$ cat src/rtl/asru_pkg.sv
package asru_pkg;

  localparam int MAX_POINTS_DEF = 4096;
  localparam int JOB_DEPTH      = 4;
  localparam int OUT_DEPTH      = 2;
  localparam int CFG_IDX_W      = 3;
  localparam int CFG_DATA_W     = 32;
  localparam int IDX_W          = 12;

  typedef enum logic [CFG_IDX_W-1:0] {
    REG_GRID_POINTS    = 3'd0,
    REG_TIME_STEP      = 3'd1,
    REG_SPACE_STEP     = 3'd2,
    REG_DIFFUSION_COEF = 3'd3,
    REG_ADVECTION_COEF = 3'd4,
    REG_UPWIND_COEF    = 3'd5,
    REG_X_ORIGIN       = 3'd6,
    REG_T_ORIGIN       = 3'd7
  } reg_idx_t;

  typedef struct packed {
    logic [12:0]        grid_points;
    logic [30:0]        time_step;
    logic [30:0]        space_step;
    logic [30:0]        diffusion_coef;
    logic [30:0]        advection_coef;
    logic [30:0]        upwind_coef;
    logic signed [31:0] x_origin;
    logic signed [31:0] t_origin;
  } cfg_t;

  typedef enum logic [1:0] {
    JOB_BOUNDARY = 2'd0,
    JOB_INTERIOR = 2'd1,
    JOB_LAST     = 2'd2
  } job_kind_t;

  typedef struct packed {
    job_kind_t          kind;
    logic signed [31:0] u;
    logic signed [31:0] prev;
    logic signed [31:0] next;
    logic signed [31:0] xoff;
    logic signed [31:0] et;
    logic [IDX_W-1:0]   idx;
  } job_t;

  typedef struct packed {
    logic signed [31:0] new_value;
    logic [IDX_W-1:0]   point_index;
    logic               row_end;
  } res_t;

  function automatic logic signed [31:0] sat36(input logic signed [35:0] v);
    logic signed [31:0] r;
    if (v[35:31] == {5{v[31]}}) r = v[31:0];
    else if (v[35]) r = 32'sh8000_0000;
    else r = 32'sh7fff_ffff;
    return r;
  endfunction

  // floor of product over 2^16, saturated
  function automatic logic signed [31:0] qsat(input logic signed [63:0] p);
    logic signed [31:0] r;
    if (p[63:47] == {17{p[47]}}) r = p[47:16];
    else if (p[63]) r = 32'sh8000_0000;
    else r = 32'sh7fff_ffff;
    return r;
  endfunction

endpackage

$ cat src/rtl/asru_front.sv
module asru_front #(
  parameter int MAX_POINTS = asru_pkg::MAX_POINTS_DEF
) (
  input  logic               clk,
  input  logic               rst_n,
  input  asru_pkg::cfg_t     cfg,
  input  logic               accept,
  input  logic signed [31:0] sample,
  output logic               job_push,
  output asru_pkg::job_t     job
);

  localparam int CW = $clog2(MAX_POINTS);
  localparam int KW = (CW + 1 > 13) ? CW + 1 : 13;

  logic [CW-1:0]      col_r;
  logic signed [31:0] older_r, newer_r, xoff_r, et_r;
  logic [KW-1:0]      n_raw, n_lim, last_w, k_w;
  logic               at_first, at_last;
  logic signed [31:0] xoff_inc, et_inc;

  assign n_raw = KW'(cfg.grid_points);

  always_comb begin
    if (n_raw < KW'(3)) n_lim = KW'(3);
    else if (n_raw > KW'(MAX_POINTS)) n_lim = KW'(MAX_POINTS);
    else n_lim = n_raw;
  end

  assign last_w   = n_lim - KW'(1);
  assign k_w      = KW'(col_r);
  assign at_first = (col_r == '0);
  assign at_last  = (k_w >= last_w);
  assign xoff_inc = asru_pkg::sat36(36'(xoff_r) + 36'(signed'({1'b0, cfg.space_step})));
  assign et_inc   = asru_pkg::sat36(36'(et_r) + 36'(signed'({1'b0, cfg.time_step})));

  // second sample of a row gives no word
  assign job_push = accept && (col_r != CW'(1));

  always_comb begin
    job      = '0;
    job.u    = newer_r;
    job.prev = older_r;
    job.next = sample;
    job.xoff = xoff_r;
    job.et   = et_r;
    if (at_first) begin
      job.kind = asru_pkg::JOB_BOUNDARY;
      job.idx  = '0;
    end else begin
      job.kind = at_last ? asru_pkg::JOB_LAST : asru_pkg::JOB_INTERIOR;
      job.idx  = asru_pkg::IDX_W'(col_r - CW'(1));
    end
  end

  always_ff @(posedge clk) begin
    if (!rst_n) begin
      col_r   <= '0;
      older_r <= '0;
      newer_r <= '0;
      xoff_r  <= '0;
      et_r    <= '0;
    end else if (accept) begin
      older_r <= newer_r;
      newer_r <= sample;
      if (at_first) begin
        col_r  <= CW'(1);
        xoff_r <= '0;
      end else if (at_last) begin
        col_r  <= '0;
        xoff_r <= '0;
        et_r   <= et_inc;
      end else begin
        col_r  <= col_r + CW'(1);
        xoff_r <= xoff_inc;
      end
    end
  end

endmodule

$ cat config.mk
export PLATFORM = sky130hd
export DESIGN_NAME = asru_front
export DESIGN_NICKNAME = d
export VERILOG_FILES = /design/src/rtl/asru_pkg.sv /design/src/rtl/asru_front.sv
export SDC_FILE = /design/constraint.sdc
export NUM_CORES = 1
export LEC_CHECK = 0
export CORE_AREA = 4 4 171 173
export CTS_CLUSTER_DIAMETER = 80
export DETAILED_ROUTE_END_ITERATION = 10
export DIE_AREA = 0 0 175 177
export DONT_BUFFER_PORTS = 1
export HOLD_SLACK_MARGIN = 0.08
export SYNTH_ARGS = -nofsm -noshare
export SYNTH_HDL_FRONTEND = slang
export SYNTH_SLANG_ARGS = --single-unit
$ cat constraint.sdc
create_clock -name clk -period 4.1 [get_ports clk]
set_input_delay 0.205 -clock clk [delete_from_list [all_inputs] [get_ports clk]]
set_output_delay 0.205 -clock clk [all_outputs]
set_load 0.1 [all_outputs]
Word level (Yosys, flattened, before mapping)

Cells that the tools add are included.

Word-level logic and storage cells: 33
Output and inout bits: 175
Register bits after elaboration: 140
Input port bits: 267

Bitwise logic cells: 1
Add/subtract/negate cells: 5
Equality and inequality tests: 3
Order comparisons: 3
Muxes and demuxes: 13
Reduce and logical (&&, ||, !) cells: 3

Operators by type and width:

| kind                                                        | number |
|---|---|
| 2-to-1 mux 32 bit                                           | 6 |
| adder 32 x 32 -> 33 bit                                     | 2 |
| 2-to-1 mux 12 bit                                           | 3 |
| 2-to-1 mux 13 bit                                           | 2 |
| >= comparator 12 x 13 -> 1 bit                              | 1 |
| greater-than comparator 13 bit, second input constant       | 1 |
| less-than comparator 13 x 2 -> 1 bit, second input constant | 1 |
| subtractor 13 x 1 -> 13 bit, second input constant          | 1 |
| adder 12 x 1 -> 12 bit, second input constant               | 1 |
| zero test 12 bit                                            | 1 |
| != test 12 x 1 -> 1 bit, second input constant              | 1 |
| subtractor 12 x 1 -> 12 bit, second input constant          | 1 |
| == test 4 bit                                               | 2 |
| 2-to-1 mux 2 bit                                            | 2 |
| AND reduction 3 bit                                         | 1 |
| logical AND 1 bit                                           | 1 |
| NOT 1 bit                                                   | 1 |

Logic depth before layout (Yosys ltp)

Gate-level depths: netlist (run 1).

Word-level depth: 7
Gate-level depth with buffers: 19
Mapped depth without buffers: 18

Worst setup path before layout (run 1)

OpenSTA, ideal clock, no wires.

Path kind: input to output
Start: input port cfg[222] (netlist bit)
End: output port job[173] (netlist bit)
Setup slack: -1,210 ps
Buffers on the path: 0
Stages: 12
Data required time: 3,895 ps
Data arrival time: 5,105 ps
Cells stage by stage: or3_1 nor2_1 nand2_1 o31ai_1 a21oi_1 a21o_1 ha_1 o21ai_0 a21oi_1 o211a_1 a211oi_1 nor4_1

RTL lines:

| element         | RTL line         | text |
|---|---|---|
| start, declared | asru_front.sv:6  | `input asru_pkg::cfg_t cfg,` |
| end, declared   | asru_front.sv:10 | `output asru_pkg::job_t job` |

==> results of run 1 <==
[cells in the final DEF, fill, tap and decap left out, types with 5 or more instances in the layout]
master | synthesis | routed
nor2_1 | 167 | 154
dfxtp_1 | 140 | 140
buf_4 | 33 | 94
nand2_1 | 79 | 79
ha_1 | 79 | 79
a21oi_1 | 79 | 76
o21ai_0 | 76 | 76
mux2i_1 | 64 | 64
xnor2_1 | 40 | 40
a21o_1 | 34 | 34
dlygate4sd3_1 | 0 | 34
inv_1 | 27 | 26
nand3_1 | 23 | 23
xor2_1 | 21 | 21
nor3_1 | 20 | 20
clkbuf_16 | 0 | 17
o21a_1 | 15 | 15
o221a_2 | 14 | 14
nand2b_1 | 13 | 13
nor2_2 | 0 | 13
nor2b_1 | 13 | 13
a31oi_1 | 13 | 13
and3_1 | 12 | 12
a211oi_1 | 11 | 10
o221a_1 | 10 | 10
nand4_1 | 10 | 10
a22oi_1 | 9 | 9
o21bai_1 | 8 | 8
o211ai_1 | 7 | 7
clkinv_8 | 0 | 7
nor4_1 | 7 | 6
and2_1 | 6 | 6
a211o_1 | 5 | 5
[flip-flops by register name, summed over array words and instances (netlist names)]
register and count:
col_r 12, xoff_r 32, et_r 32, newer_r 32, older_r 32
[final cells by class]
class,count,area [um2],share of cell area
Timing Repair Buffer,132,1134,0.1002
Clock buffer,17,425.4,0.03761
Sequential cell,140,2803,0.2478
Clock inverter,15,193.9,0.01715
Tap cell,378,473.0,0.04182
Multi-Input combinational cell,901,6180,0.5464
Inverter,27,101.3,0.008961
[worst max-delay path by stage]
stage / startpoint / end / cells past startpoint
after global routing: cfg[229] / job[172] / 17
final: cfg[229] / job[172] / 17
after detailed placement: cfg[229] / xoff_r[11]$_SDFFE_PN0P_ / 19
after global placement: cfg[229] / col_r[4]$_SDFFE_PN0P_ / 20
after floorplan: cfg[222] / job[173] / 12
after CTS: cfg[229] / job[172] / 17
[power groups by stage]
| stage | combinational, mW | clock, mW | sequential [mW] |
|---|---|---|---|
| global route | 0.921 | 1.71 | 1.67 |
| CTS | 0.847 | 1.66 | 1.66 |
| global placement | 0.779 | 0 | 1.69 |
| detailed placement | 0.787 | 0 | 1.69 |
| floorplan | 0.669 | 0 | 1.81 |
| finish | 0.849 | 1.60 | 1.66 |
[metal layers]
metal / wire [um] / vias up / global-route usage
li1: - / 4274 / -
met1: 12090 / 4007 / 0.2182
met2: 12980 / 282 / 0.2839
met3: 2448 / 22 / 0.06494
met4: 317 / 0 / 0.03830
met5: 0 / - / 0
[logic make-up after synthesis]
family	after synthesis	synth area share
AOI/OAI and AO/OA	325	0.2327
xor gates and xnor gates	61	0.05640
adders and majority gates	81	0.1086
buffers and inverters	112	0.05917
DFF	140	0.2959
muxes	66	0.07000
and+or+nand+nor	368	0.1773
[what timing repair did]
action                                  4_1_cts  5_1_grt
hold buffers                                 36        0
endpoints found under the setup margin        0        1
gates resized for setup                       0        1
endpoints found under the hold margin       110        0
[stage by stage]
step	power (mW)	setup WS, ns	utilization
floorplan	2.482	-0.04732	-
global placement	2.470	0.05989	0.3727
detailed placement	2.479	0.01331	0.3727
CTS	4.168	0.2702	0.4092
global route	4.301	0.1914	0.4093
finish	4.112	0.4380	0.4093
==> qor.yml, run 1 <==
clock_tree:
  numCtsBuffers: 17
  clock_path_buffers: 2
  cts_tree: "done"
  clkSlewWorstSetupHoldPaths_ns: 0.07
  htreeDepth: 4
  cts.sinks: 140
  post_cts_buffers: 0
  insertion_delay_ns: 0.43
  cts_root_buf: "clkbuf_16"
drt:
  routedWlPerCell_um: 17.28
  num_vias: 8585
  drtAntennaViolNets: 0
  via_per_inst: 5.332
  drt_iter0_drc: 439
  drc: 0
  firstDrtPassIters: 5
  routed_wl_mm: 27.83
die:
  die_w_um: 175
  dieArea_um2: 30980
  core_um2: 27630
  initial_core_util: 0.3429
  rows: 61
  die_h_um: 177
  ioPinCount: 442
cells_and_area:
  syn_to_final_growth_pct: 19.39
  num_antenna_cells: 0
  finalNonFillerCells: 1610
  layout-drive-gt1-share: 0.1429
  nets: 1567
  final_area_um2: 11310
  fill_cells: 2798
timing:
  setup_viol: 0
  tns_ns: 0
  fin_worst_skew_ns: 0.01830
  rsz0062_at_grt: "false"
  tightest_slew_ns: 1.243
  timing.fmax_ghz: 0.2731
  maxSlewHeadroom: 0.1721
  drv_slew: 0
  finalCriticalPeriod_ns: 3.662
  fin_crit_sh: 0.8932
  whs_ns: 0.1214
  hold_viol_final: 0
grt:
  grt_pass1_vias: 8307
  grt_max_degree: 73
  antenna_found_initial: 0
  grt_pass1_wl_mm: 43.82
  grt_overflow: 0
  grt_use_total: 0.1731
worst_setup_path:
  critPathMaxStageDelay_ns: 0.40
  timing.rr.start: "et_r[0]$_SDFFE_PN0P_"
  r2r-end: "et_r[13]$_SDFFE_PN0P_"
  cp.arrival_ns: 3.46
  cp_num_buf_inv: 2
  worstSetupPathType: "input pin to output port"
  start_kind: "input pin"
  worst-path-max-fanout: 10
  crit_required_ns: 3.89
  critPathTopFamily: "compound AO/OA/AOI/OAI gates"
  cp_slowest_cell: "a211oi_2"
  r2r_slack_ns: 0.58
  ff2ff_path_depth: 13
  worstPathCellList: "nor4_1, nand2b_1, nor2_1, o21bai_1, ha_1, nand3_1, o21ai_0, a21o_1, ha_1, o21ai_0, a21oi_1, o211a_1, a211oi_2, nor3_4, buf_4, nor2_2, buf_4"
  end_kind: "output port"
synthesis:
  synth.most_common_cell: "nor2_1"
  synth_top_area_frac: 0.2959
  yosys-top-cells-count: "nor2_1 (167), dfxtp_1 (140), a21oi_1 (79), ha_1 (79), nand2_1 (79)"
  synth_edf_count: 0
  synth_area_um2: 9473
  ys_seq_elements: 140
  yosysWarnings: 0
  synth_nets: 1501
  synth_area_leaders: "dfxtp_1 (30%), ha_1 (10%), mux2i_1 (6.8%)"
  synth.largest_area_cell: "dfxtp_1"
  synth_flop_cell: "dfxtp_1"
  synthArstFlopShare: 0
  synth_area_per_cell_um2: 8.216
  syn_inst: 1153
  synth.distinct_cells: 72
  yosysSeqAreaShare: 0.2959
power:
  switching_share: 0.3869
  combPwrFrac: 0.206
  p_seq_frac: 0.404
  peakVddDrop_mv: 0.1964
  pwr-share-clk: 0.390
  intPower_mw: 2.521
  power.density_nw_per_um2: 363.6
  p_switching_mw: 1.591
  leakagePower_nw: 5.111
placement:
  postPlaceCellArea_um2: 10300
  gp_congestion: 0.8929
  io_buffers: 0
  dp_cells: 1542
  place.detailed.hpwl_mm: 20.45
min_path:
  hold_end: "col_r[8]$_SDFFE_PN0P_"
  hp-start: "rst_n"
  worst_hold_path_type: "input pin to register"
  holdPathStages: 2
run:
  maxCapViolations: 0
run_status:
  outcome: "completed"
Note: power is estimated with default switching activity, not from simulation.
==> run 2: changes to the inputs <==
ABC_AREA = 1   (was unset)
CORE_AREA = 4 4 169 171   (was 4 4 171 173)
DIE_AREA = 0 0 173 175   (was 0 0 175 177)
==> run 2 against run 1 <==
  * Flip-flop and latch count stayed put
  * Global-route usage rose by 5.9 points
  * Wire length rose by 30%
  * Core utilization rose by 5.8 points
  * Critical path type unchanged
==> qor.yml, run 2 <==
worst_setup_path:
  ff2ff_path_depth: 15  # was 13
  r2r-end: "xoff_r[22]$_SDFFE_PN0P_"  # was et_r[13]$_SDFFE_PN0P_
  timing.rr.start: "xoff_r[6]$_SDFFE_PN0P_"  # was et_r[0]$_SDFFE_PN0P_
  cp.arrival_ns: 3.29  # was 3.46 ns
  start_kind: "input pin"  # unchanged
  end_kind: "output port"  # unchanged
  worst-path-max-fanout: 16  # was 10
  r2r_slack_ns: 0.93  # was 0.58 ns
  worstSetupPathType: "input pin to output port"  # unchanged
  crit_required_ns: 3.89  # about the same
timing:
  hold_viol_final: 0  # unchanged
  tightest_slew_ns: 1.248  # was 1.243 ns
  finalCriticalPeriod_ns: 3.497  # was 3.662 ns
  maxSlewHeadroom: 0.1682  # was 0.1721
  finalWorstSetupSlack_ns: 0.6032  # was 0.4380 ns
  fin_crit_sh: 0.8529  # was 0.8932
  setup_viol: 0  # unchanged
  drv_slew: 0  # unchanged
  tns_ns: 0  # unchanged
  timing.fmax_ghz: 0.2860  # was 0.2731 GHz
  fin_worst_skew_ns: 0.02216  # was 0.01830 ns
  rsz0062_at_grt: "false"  # unchanged
power:
  leakagePower_nw: 6.311  # was 5.111 nW
  power.density_nw_per_um2: 344.2  # was 363.6 nW/um2
  peakVddDrop_mv: 0.2242  # was 0.1964 mV
drt:
  routed_wl_mm: 36.20  # was 27.83 mm
  drt_iter0_drc: 728  # was 439
  drc: 0  # unchanged
  num_vias: 11195  # was 8585
  routedWlPerCell_um: 16.55  # was 17.28 um
  firstDrtPassIters: 5  # unchanged
  via_per_inst: 5.119  # was 5.332
  drtAntennaViolNets: 0  # unchanged
clock_tree:
  htreeDepth: 4  # unchanged
  numCtsBuffers: 17  # unchanged
  cts_tree: "done"  # unchanged
  cts.sinks: 140  # unchanged
  clock_path_buffers: 2  # unchanged
  insertion_delay_ns: 0.44  # was 0.43 ns
  post_cts_buffers: 0  # unchanged
  cts_root_buf: "clkbuf_16"  # unchanged
  clkSlewWorstSetupHoldPaths_ns: 0.06  # was 0.07 ns
die:
  dieArea_um2: 30280  # was 30980 um2
  core_um2: 26880  # was 27630 um2
  die_w_um: 173  # was 175 um
  die_h_um: 175  # was 177 um
  rows: 60  # was 61
  initial_core_util: 0.4093  # was 0.3429
  ioPinCount: 442  # unchanged
placement:
  place.detailed.hpwl_mm: 26.89  # was 20.45 mm
  gp_congestion: 0.9549  # was 0.8929
  pre_cts_slack_ns: 0.3967  # was 0.01331 ns
  io_buffers: 0  # unchanged
  postPlaceCellArea_um2: 11580  # was 10300 um2
grt:
  antenna_found_initial: 14  # was 0
  grt_pass1_vias: 10599  # was 8307
  grt_max_degree: 100  # was 73
  grt_use_total: 0.2323  # was 0.1731
  grt_pass1_wl_mm: 57.51  # was 43.82 mm
  grt_overflow: 0  # unchanged
cells_and_area:
  layout_commonest_cell: "nand2_1"  # was nor2_1
  fin_util: 0.4673  # was 0.4093
  nets: 2172  # was 1567
  layout-drive-gt1-share: 0.08329  # was 0.1429
  final_cell_mix: "nand2_1 (442), nor2_1 (322), inv_1 (199), dfxtp_1 (140), o21ai_0 (103)"  # was nor2_1 (154), dfxtp_1 (140), buf_4 (94), nand2_1 (79), ha_1 (79)
  final_area_um2: 12560  # was 11310 um2
  syn_to_final_growth_pct: 14.18  # was 19.39%
min_path:
  worst_hold_path_type: "input pin to register"  # unchanged
  hold_end: "et_r[31]$_SDFFE_PN0P_"  # was col_r[8]$_SDFFE_PN0P_
  holdPathStages: 2  # unchanged
  hp-start: "rst_n"  # unchanged
synthesis:
  synth.most_common_cell: "nand2_1"  # was nor2_1
  synth_area_um2: 11000  # was 9473 um2
  syn_inst: 1784  # was 1153
  synth.distinct_cells: 51  # was 72
  synth_edf_count: 0  # unchanged
  synth_flop_cell: "dfxtp_1"  # unchanged
  synth_nets: 2132  # was 1501
  muxShareOfSynthArea: 0  # was 0.07000
  synth_fa_ha_area_frac: 0.09350  # was 0.1086
  synth_top_family_by_area: "simple AND/OR/NAND/NOR gates"  # was compound AO/OA/AOI/OAI gates
  synth_xor_area_frac: 0.04220  # was 0.05640
  ys_seq_elements: 140  # unchanged
  synth-compound-area-share: 0.1192  # was 0.2327
  yosys-top-cells-count: "nand2_1 (442), nor2_1 (331), inv_1 (200)"  # was nor2_1 (167), dfxtp_1 (140), a21oi_1 (79), ha_1 (79), nand2_1 (79)
  synth.largest_area_cell: "dfxtp_1"  # unchanged
  synth_top_area_frac: 0.2548  # was 0.2959
  yosysSeqAreaShare: 0.2548  # was 0.2959
  yosysWarnings: 0  # unchanged
  synth_area_leaders: "dfxtp_1 (25%), nand2_1 (15%), nor2_1 (11%)"  # was dfxtp_1 (30%), ha_1 (10%), mux2i_1 (6.8%)
  synth_area_per_cell_um2: 6.166  # was 8.216 um2
  synthSimpleGateAreaFrac: 0.3724  # was 0.1773
  synthArstFlopShare: 0  # unchanged
run:
  maxCapViolations: 0  # unchanged
run_status:
  outcome: "completed"  # unchanged
[run 2: kinds of logic after synthesis]
group	Yosys count
AND/OR/NAND/NOR	968
AO/OA/AOI/OAI	245
flip-flops	140
buffers and inverters	297
adder cells (fa/ha/maj)	81
XOR/XNOR	53
[run 2: worst max path at each step]
| stage | start | end | slack (ns) |
|---|---|---|---|
| 3_5_place_dp | cfg[223] | xoff_r[15]$_SDFFE_PN0P_ | 0.40 |
| 4_1_cts | cfg[223] | job[172] | 0.61 |
| 3_3_place_gp | cfg[229] | xoff_r[16]$_SDFFE_PN0P_ | 0.45 |
| 5_1_grt | cfg[227] | job[172] | 0.14 |
| 6_report | cfg[223] | job[173] | 0.60 |
| 2_1_floorplan | cfg[223] | job[173] | 0.40 |
[run 2: power by group]
group	internal, mW	switching [mW]	total (mW)
clock network	0.863	0.739	1.60
registers	1.42	0.350	1.77
logic	0.282	0.670	0.952
[run 2: critical path, stage by stage]
cell and delay (ns):
nor2_1 0.08, nand2_1 0.06, nor2_1 0.13, nand2_1 0.08, nand2_2 0.22, a21oi_1 0.16, ha_1 0.23, nand2_1 0.07
clkinv_1 0.13, nand2_1 0.14, nor2_4 0.06, xor2_1 0.14, ha_1 0.33, inv_1 0.05, nor2_1 0.10, nand3_1 0.10
nand2_1 0.07, nor2_1 0.04, nand2_1 0.05, nand2_1 0.05, nand3_1 0.06, nand2_1 0.05, nand2_1 0.11, nand3_4 0.15
nor2_2 0.11, buf_4 0.30
[run 2: layer usage]
| metal | global-route usage | vias up | wire [um] |
|---|---|---|---|
| met5 | 0 | - | 61 |
| li1 | - | 5775 | - |
| met2 | 0.3568 | 388 | 15090 |
| met3 | 0.1028 | 52 | 4223 |
| met1 | 0.3032 | 4972 | 16330 |
| met4 | 0.04922 | 8 | 497 |
[run 2: cell type report]
type / count / area [um2]
clock inverter: 14 / 148.9
fill: 2833 / 14320
timing repair buffer: 113 / 1011
inverter: 205 / 770.7
antenna: 9 / 22.52
tap: 341 / 426.7
multi-input combinational: 1347 / 6948
clock buffer: 18 / 429.2
sequential: 140 / 2803
[run 2: per-stage QoR]
stage / hold WS (ns) / std cells / total power, mW
after floorplan: 0.3399 / 1784 / 2.657
after global placement: 0.3428 / 2111 / 2.680
after detailed placement: 0.3516 / 2111 / 2.687
after CTS: 0.1223 / 2178 / 4.372
after global routing: 0.1681 / 2183 / 4.546
final: 0.1282 / 2187 / 4.323
[run 2: what timing repair did]
| item | CTS | global route |
|---|---|---|
| endpoints found under the setup margin | 0 | 0 |
| hold buffers | 35 | 0 |
| gates resized for setup | 0 | 0 |
| hold endpoints to repair | 101 | 0 |
==> run 3: changes to the inputs <==
==> constraint.sdc (replaced) <==
create_clock -name clk -period 4.1 [get_ports clk]
set_input_delay 0.41 -clock clk [delete_from_list [all_inputs] [get_ports clk]]
set_output_delay 0.41 -clock clk [all_outputs]
set_load 0.1 [all_outputs]
==> run 3 against run 2 <==
  * Non-clock buffer count fell by 32
  * Clock skew down 0.0047 ns
  * Combinational power fell by 4.8%
  * Critical endpoint is now job[172]
  * Largest cell class unchanged
==> qor.yml, run 3 (synthesis results as in run 2) <==
timing:
  fin_worst_skew_ns: 0.01750  # was 0.02216 ns
  finalWorstSetupSlack_ns: 0.3516  # was 0.6032 ns
  tightest_slew_ns: 1.142  # was 1.248 ns
  finalCriticalPeriod_ns: 3.748  # was 3.497 ns
  drv_slew: 0  # unchanged
  rsz0062_at_grt: "false"  # unchanged
  setup_viol: 0  # unchanged
  fin_crit_sh: 0.9143  # was 0.8529
  tns_ns: 0  # unchanged
  timing.fmax_ghz: 0.2668  # was 0.2860 GHz
  hold_viol_final: 0  # unchanged
  maxSlewHeadroom: 0.2379  # was 0.1682
cells_and_area:
  syn_to_final_growth_pct: 11.13  # was 14.18%
  layout_commonest_cell: "nand2_1"  # unchanged
  final_area_um2: 12220  # was 12560 um2
  layout-drive-gt1-share: 0.08587  # was 0.08329
  nets: 2140  # was 2172
  final_cell_mix: "nand2_1 (442), nor2_1 (322), inv_1 (199), dfxtp_1 (140), o21ai_0 (103)"  # unchanged
min_path:
  hp-start: "sample[20]"  # was rst_n
  hold_end: "newer_r[20]$_SDFFE_PN0P_"  # was et_r[31]$_SDFFE_PN0P_
  worst_hold_path_type: "input pin to register"  # unchanged
  holdPathStages: 2  # unchanged
placement:
  pre_cts_slack_ns: 0.3555  # was 0.3967 ns
  io_buffers: 0  # unchanged
  gp_congestion: 0.9552  # was 0.9549
  postPlaceCellArea_um2: 11650  # was 11580 um2
  place.detailed.hpwl_mm: 27.26  # was 26.89 mm
drt:
  drt_iter0_drc: 771  # was 728
  firstDrtPassIters: 5  # unchanged
  routedWlPerCell_um: 16.40  # was 16.55 um
  num_vias: 10999  # was 11195
  routed_wl_mm: 35.23  # was 36.20 mm
  drc: 0  # unchanged
  drtAntennaViolNets: 0  # unchanged
  via_per_inst: 5.121  # was 5.119
power:
  total_power_mw: 4.237  # was 4.323 mW
  p_seq_frac: 0.417  # was 0.409
  leakagePower_nw: 6.194  # was 6.311 nW
  peakVddDrop_mv: 0.2410  # was 0.2242 mV
  combPwrFrac: 0.214  # was 0.220
  intPower_mw: 2.494  # was 2.564 mW
  p_switching_mw: 1.743  # was 1.759 mW
  power.density_nw_per_um2: 346.6  # was 344.2 nW/um2
  switching_share: 0.4115  # was 0.4069
  pwr-share-clk: 0.369  # was 0.371
grt:
  grt_overflow: 0  # unchanged
  grt_use_total: 0.2246  # was 0.2323
  grt_pass1_vias: 10430  # was 10599
  grt_pass1_wl_mm: 55.74  # was 57.51 mm
  grt_max_degree: 101  # was 100
  antenna_found_initial: 10  # was 14
clock_tree:
  numCtsBuffers: 17  # unchanged
  clkSlewWorstSetupHoldPaths_ns: 0.08  # was 0.06 ns
  cts_tree: "done"  # unchanged
  cts_root_buf: "clkbuf_16"  # unchanged
  post_cts_buffers: 0  # unchanged
  insertion_delay_ns: 0.43  # was 0.44 ns
  htreeDepth: 4  # unchanged
  cts.sinks: 140  # unchanged
  hold_buffers: 0  # was 35
  cts_resized: 0  # unchanged
  clock_path_buffers: 2  # unchanged
worst_setup_path:
  timing.rr.start: "xoff_r[24]$_SDFFE_PN0P_"  # was xoff_r[6]$_SDFFE_PN0P_
  crit_required_ns: 3.69  # was 3.89 ns
  cp.arrival_ns: 3.34  # was 3.29 ns
  worstSetupPathType: "input pin to output port"  # unchanged
  worst-path-max-fanout: 9  # was 16
  ff2ff_path_depth: 13  # was 15
  start_kind: "input pin"  # unchanged
  r2r-end: "xoff_r[15]$_SDFFE_PN0P_"  # was xoff_r[22]$_SDFFE_PN0P_
  r2r_slack_ns: 0.73  # was 0.93 ns
  end_kind: "output port"  # unchanged
die:
  die_w_um: 173  # unchanged
  core_um2: 26880  # unchanged
  ioPinCount: 442  # unchanged
  rows: 60  # unchanged
  initial_core_util: 0.4093  # unchanged
  die_h_um: 175  # unchanged
  dieArea_um2: 30280  # unchanged
run_status:
  outcome: "completed"  # unchanged
run:
  maxCapViolations: 0  # unchanged
run 3: worst max path at each step:
stage,startpoint,to,cells past startpoint
detailed placement,cfg[227],xoff_r[15]$_SDFFE_PN0P_,27
floorplan,cfg[223],job[172],27
global route,cfg[226],job[172],27
global placement,cfg[227],job[172],27
finish,cfg[227],job[172],27
CTS,cfg[227],job[172],27
run 3: worst max-delay path, stage by stage:
cell and delay [ns]:
nor2_1 0.02, nand2_1 0.07, nor2_1 0.05, nand2_1 0.07, nand2_2 0.06, a21oi_1 0.29, ha_1 0.25, nand2_1 0.06
clkinv_1 0.10, nand2_1 0.10, nor2_4 0.15, xor2_1 0.17, ha_1 0.27, nand2_1 0.10, a21oi_1 0.05, nor2_1 0.09
nand2_1 0.05, nor2_1 0.08, nand2_1 0.06, nand2_1 0.06, nand3_1 0.06, nand2_1 0.06, nand2_1 0.09, nand3_4 0.17
nand2_1 0.07, inv_1 0.12, buf_12 0.20
run 3: metal layers:
layer  part of all wire  wire, um  up-vias  global-route usage
li1                   -         -     5699                   -
met1               0.46     16250     4921              0.3018
met2               0.42     14960      356              0.3488
met3               0.11      3748       19             0.08157
met4             0.0074       262        4             0.04523
met5            0.00062        22        -                   0
run 3: power by group through the flow:
stage          sequential [mW]  combinational, mW  clock, mW
2_1_floorplan             1.91              0.747          0
3_3_place_gp              1.80              0.892          0
3_5_place_dp              1.80              0.901          0
4_1_cts                   1.77              0.905       1.60
5_1_grt                   1.78              0.998       1.67
6_report                  1.77              0.906       1.56
run 3: area by class of cell:
class / instances / area [um2]
inverters: 205 / 770.7
well taps: 341 / 426.7
clock buffers: 17 / 425.4
clock inverters: 15 / 146.4
diodes: 2 / 5.005
multi-input cells: 1347 / 6953
flip-flops and latches: 140 / 2803
repair buffers: 81 / 693.2
fillers: 2879 / 14650
run 3: per-stage QoR:
stage	cells	utilization	hold WS [ns]
6_report	2148	0.4548	0.1153
5_1_grt	2146	0.4546	0.1068
4_1_cts	2146	0.4546	0.09923
3_5_place_dp	2114	0.4333	0.5222
3_3_place_gp	2114	0.4333	0.5125
2_1_floorplan	1784	-	0.4790
